File: config.mk
export PLATFORM = sky130hd
export DESIGN_NAME = prc_divider
export DESIGN_NICKNAME = d
export VERILOG_FILES = /design/src/prc_pkg.sv /design/src/prc_divider.sv
export SDC_FILE = /design/constraint.sdc
export NUM_CORES = 1
export LEC_CHECK = 0
export CORE_AREA = 5 5 81 101
export DETAILED_ROUTE_END_ITERATION = 6
export DIE_AREA = 0 0 86 106
export DONT_BUFFER_PORTS = 1
export HOLD_SLACK_MARGIN = 0.15
export PLACE_DENSITY_LB_ADDON = 0.3
export SYNTH_ARGS = -nofsm -noshare
export SYNTH_HDL_FRONTEND = slang
export SYNTH_SLANG_ARGS = --single-unit
File: constraint.sdc
create_clock -name clk -period 5.32 [get_ports clk]
set_clock_uncertainty 0.1 [all_clocks]
set_input_delay 0.532 -clock clk [delete_from_list [all_inputs] [get_ports clk]]
set_output_delay 0.532 -clock clk [all_outputs]
set_load 0.01 [all_outputs]
File: src/prc_pkg.sv
// Shared types, widths and constants of the PageRank power-iteration core.
`timescale 1ns / 1ps
package prc_pkg;

  localparam int NODE_MAX_DEF = 1024;
  localparam int EDGE_MAX_DEF = 8192;

  localparam int MODE_W  = 3;
  localparam int NODE_W  = 10;
  localparam int RANK_W  = 32;
  localparam int DEG_W   = 14;
  localparam int ITER_W  = 16;
  localparam int BETA_W  = 16;
  localparam int NCNT_W  = 11;
  localparam int THR_W   = 64;
  localparam int INDEX_W = 2;

  localparam logic [DEG_W-1:0]  DEG_SAT  = 14'h3FFF;
  localparam logic [BETA_W-1:0] BETA_ONE = 16'd32768;

  localparam logic [NCNT_W-1:0] NODE_COUNT_RST = 11'd1024;
  localparam logic [BETA_W-1:0] DAMPING_RST    = 16'd27853;
  localparam logic [ITER_W-1:0] ITER_LIMIT_RST = 16'd100;
  localparam logic [THR_W-1:0]  THRESHOLD_RST  = 64'd0;

  localparam logic KIND_READ = 1'b0;
  localparam logic KIND_RUN  = 1'b1;

  typedef enum logic [INDEX_W-1:0] {
    REG_NODE_COUNT,
    REG_DAMPING,
    REG_ITER_LIMIT,
    REG_THRESHOLD
  } reg_index_t;

  typedef enum logic [MODE_W-1:0] {
    MODE_LOAD_EDGE,
    MODE_LOAD_RANK,
    MODE_RUN,
    MODE_READ_RANK,
    MODE_CLEAR
  } mode_t;

  typedef enum logic [4:0] {
    S_CLR_ALL,
    S_CLR_DEG,
    S_IDLE,
    S_DEG_INC,
    S_READ,
    S_A_RD,
    S_A_CHK,
    S_A_DIV,
    S_B_DEAD,
    S_B_DEADW,
    S_B_TEL,
    S_B_TELW,
    S_C_RD,
    S_C_FETCH,
    S_C_ADD,
    S_D_RD,
    S_D_SUM,
    S_D_MUL,
    S_D_NEW,
    S_D_DIFF,
    S_D_SQ,
    S_D_ACC,
    S_ITER,
    S_REPORT
  } state_t;

endpackage

File: src/prc_divider.sv
// Restoring serial divider, one quotient bit per cycle.
`timescale 1ns / 1ps
module prc_divider import prc_pkg::*; #(
  parameter int NUM_W = 42,
  parameter int DEN_W = 14
) (
  input  logic             clk,
  input  logic             rst,
  input  logic             start,
  input  logic [NUM_W-1:0] numer,
  input  logic [DEN_W-1:0] denom,
  output logic             done,
  output logic [NUM_W-1:0] quotient
);

  localparam int CNT_W = $clog2(NUM_W + 1);

  logic             running;
  logic [CNT_W-1:0] cnt;
  logic [DEN_W-1:0] rem;
  logic [DEN_W-1:0] den;
  logic [DEN_W:0]   trial;
  logic             fits;

  // The quotient register first holds the dividend and shifts it out MSB first.
  assign trial = {rem, quotient[NUM_W-1]};
  assign fits  = trial >= {1'b0, den};

  always_ff @(posedge clk) begin
    if (rst) begin
      running <= 1'b0;
      done    <= 1'b0;
      cnt     <= '0;
    end else begin
      done <= 1'b0;
      if (start) begin
        running  <= 1'b1;
        cnt      <= CNT_W'(NUM_W);
        rem      <= '0;
        den      <= denom;
        quotient <= numer;
      end else if (running) begin
        rem      <= fits ? DEN_W'(trial - {1'b0, den}) : trial[DEN_W-1:0];
        quotient <= {quotient[NUM_W-2:0], fits};
        cnt      <= cnt - 1'b1;
        if (cnt == CNT_W'(1)) begin
          running <= 1'b0;
          done    <= 1'b1;
        end
      end
    end
  end

endmodule

==> flow_metrics.env <==
export IMPL_status="completed"
export IMPL_tns_ns=0
export IMPL_p_leak_nw=1.63
export IMPL_grt_use_total_pct=17.1
export IMPL_antenna_found_initial=0
export IMPL_relSlewSlack_pct=53.5
export IMPL_clockBufferDepth=2
export IMPL_r2r_end="rem[8]"
export IMPL_synth_largest_area_cell="edfxtp_1"
export IMPL_power_mw=1.47
export IMPL_arrival_ns=2.94
export IMPL_overflow=0
export IMPL_grt_max_degree=67
export IMPL_diodes=0
export IMPL_vias=2352
export IMPL_setup_worst_path_start="quotient[41]"
export IMPL_drtIter0Drc=164
export IMPL_die_x_um=86
export IMPL_synth_async_reset_ratio_pct=0
export IMPL_synth_flop_cell="edfxtp_1"
export IMPL_critPathMaxFanout=3
export IMPL_synth_most_common_cell="edfxtp_1"
export IMPL_fin_cells=409
export IMPL_slew_violations=0
export IMPL_worst_path_max_delay_cell="edfxtp_1"
export IMPL_place_congestion=0.846
export IMPL_cts_clk_slew_worst_paths_ns=0.09
export IMPL_required_ns=5.33
export IMPL_ys_ff_latch=78
export IMPL_post_cts_buffers=0
export IMPL_rows=35
export IMPL_ir_drop_mv=0.194
export IMPL_synth_area_leaders="edfxtp_1 (53%), mux2_2 (12%), ha_1 (5.3%)"
export IMPL_yosysUniqueCellTypes=51
export IMPL_drtPass1Iterations=4
export IMPL_final_antenna_net_count=0
export IMPL_p_per_area_mw_per_mm2=339
export IMPL_worstSetupPathType="reg2reg"
export IMPL_design_area_mm2=0.00434
export IMPL_cpPeakStageDelay_ns=0.49
export IMPL_clock_fmax_ghz=0.342
export IMPL_worst_pin_slew_ns=0.695
export IMPL_crit_top_cell="inv_1"
export IMPL_dp_slack_ns=2.44
export IMPL_reg2reg_from="quotient[41]"
export IMPL_cp_endpoint="rem[8]"
export IMPL_drive_above_1_share_pct=24.3
export IMPL_cts_buffers=9
export IMPL_initial_core_util_pct=55.3
export IMPL_die_area_mm2=0.00912
export IMPL_start_kind="flip-flop"
export IMPL_syn_nets=380
export IMPL_coreArea_mm2=0.00723
export IMPL_ys_seq_area_share_pct=56.6
export IMPL_port_buffer_count=0
export IMPL_crit_path_cell_trace="inv_1, ha_1, inv_1, fa_1, a211oi_2, o21bai_1, a2111oi_0, o21ai_0, and2_1, mux2i_1, nor2_1"
export IMPL_htreeDepth=3
export IMPL_period_needed_ns=2.93
export IMPL_hold_path_class="in2reg"
export IMPL_tritoncts="built"
export IMPL_io_pins=102
export IMPL_setup_slack_ns=2.39
export IMPL_dp_hpwl_um=5200
export IMPL_worstSkewPairLatency_ns=0.35
export IMPL_syn_inst=303
export IMPL_nNetsFinal=389
export IMPL_cp_end_kind="flip-flop"
export IMPL_synthesis_area_mm2=0.00400
export IMPL_reg2reg_depth=11
export IMPL_viasPerCell=5.75
export IMPL_fp_dieH_um=106
export IMPL_rsz0062_at_grt="false"
export IMPL_max_cap_viol_count=0
export IMPL_synthTopCellsByCount="edfxtp_1 (70), mux2_2 (42), inv_1 (25), nor2_1 (25), ha_1 (17)"
export IMPL_post_synth_cell_area_avg_um2=13.2
export IMPL_grt_pass1_vias=2535
export IMPL_min_from="start"
export IMPL_drc=0
export IMPL_dpl_cell_count=387
export IMPL_synth_edf_count=70
export IMPL_ys_warn_count=0
export IMPL_grt_pass1_wl_um=12300
export IMPL_syn_to_final_growth_pct=8.64
export IMPL_wl_per_cell_um=18.2
export IMPL_cts_sinks=78
export IMPL_finalCritPeriodShare_pct=55.0
export IMPL_setup_viol=0
export IMPL_wl_um=7460
export IMPL_timing_hold_violations_final=0
export IMPL_cts_root_buffer="clkbuf_8"
export IMPL_ff2ff_setup_slack_ns=2.39
export IMPL_yosys_area_top_type_share_pct=52.6
export IMPL_post_dp_cell_area_mm2=0.00408
## per-stage QoR
| step | util (%) | hold WS, ns |
|---|---|---|
| floorplan | - | 0.430 |
| global placement | 56.5 | 0.448 |
| detailed placement | 56.5 | 0.455 |
| CTS | 59.5 | 0.152 |
| global route | 60.1 | 0.150 |
| finish | 60.1 | 0.172 |
## critical path, delay by kind of cell (launching register included)
kind,cells,cell delay (ns)
multiplexers,1,0.13
AO/OA/AOI/OAI,4,1.01
adder cells (fa/ha/maj),2,0.57
AND/OR/NAND/NOR,2,0.22
buffers and inverters,2,0.17
flip-flops,1,0.49
## layout by cell type (no fill, tap or decap), drive strengths merged, types with 6 or more instances in the layout
cell and count:
edfxtp 70, mux2 42, inv 28, nor2 28, a21oi 18, ha 17
nand2 11, mux2i 10, clkbuf 9, o21ai 9, xnor2 8, dfxtp 8
dlygate4sd3 6
## cell families after synthesis
family | count (synthesis) | synth area share (%)
buffers and inverters | 35 | 3.73
AO/OA/AOI/OAI | 48 | 9.24
adder cells (fa/ha/maj) | 18 | 5.82
multiplexers | 52 | 14.3
flip-flops | 78 | 56.6
AND/OR/NAND/NOR | 60 | 7.64
XOR/XNOR | 12 | 2.63
## how the worst min path moves through the flow
stage	endpoint	cells after the start	slack, ns
final	cnt[0]	1	0.17
after global routing	cnt[0]	1	0.15
after CTS	done	1	0.15
after detailed placement	cnt[4]	2	0.45
after global placement	cnt[4]	2	0.45
after floorplan	done	1	0.43
## report_power, final
part | internal (mW) | switching, mW
logic | 0.118 | 0.135
registers | 0.726 | 0.0379
clock network | 0.223 | 0.232
total | 1.07 | 0.405
## repair_timing
| item | 4_1_cts | 5_1_grt |
|---|---|---|
| endpoints found under the setup margin | 0 | 0 |
| hold buffers | 2 | 4 |
| gates resized for setup | 0 | 0 |
| endpoints found under the hold margin | 7 | 4 |
## registers in the layout, indices dropped and copies added (netlist names)
register and flops:
cnt 6, den 14, done 1, quotient 42, rem 14, running 1
## area by class of cell
type	count	area, um2
timing repair buffer	8	75.1
sequential	78	2260
inverter	25	93.8
clock inverter	7	78.8
tap	92	115
fill	611	2880
multi-input combinational	190	1590
clock buffer	9	124
## per-layer routing
layer | up-vias | track usage, % | wire, um
li1 | 1131 | - | -
met1 | 1130 | 20.3 | 3030
met2 | 87 | 26.8 | 3680
met3 | 4 | 8.29 | 687
met4 | 0 | 5.77 | 56
met5 | - | 0 | 0
Power figures use the tool's default switching activity.
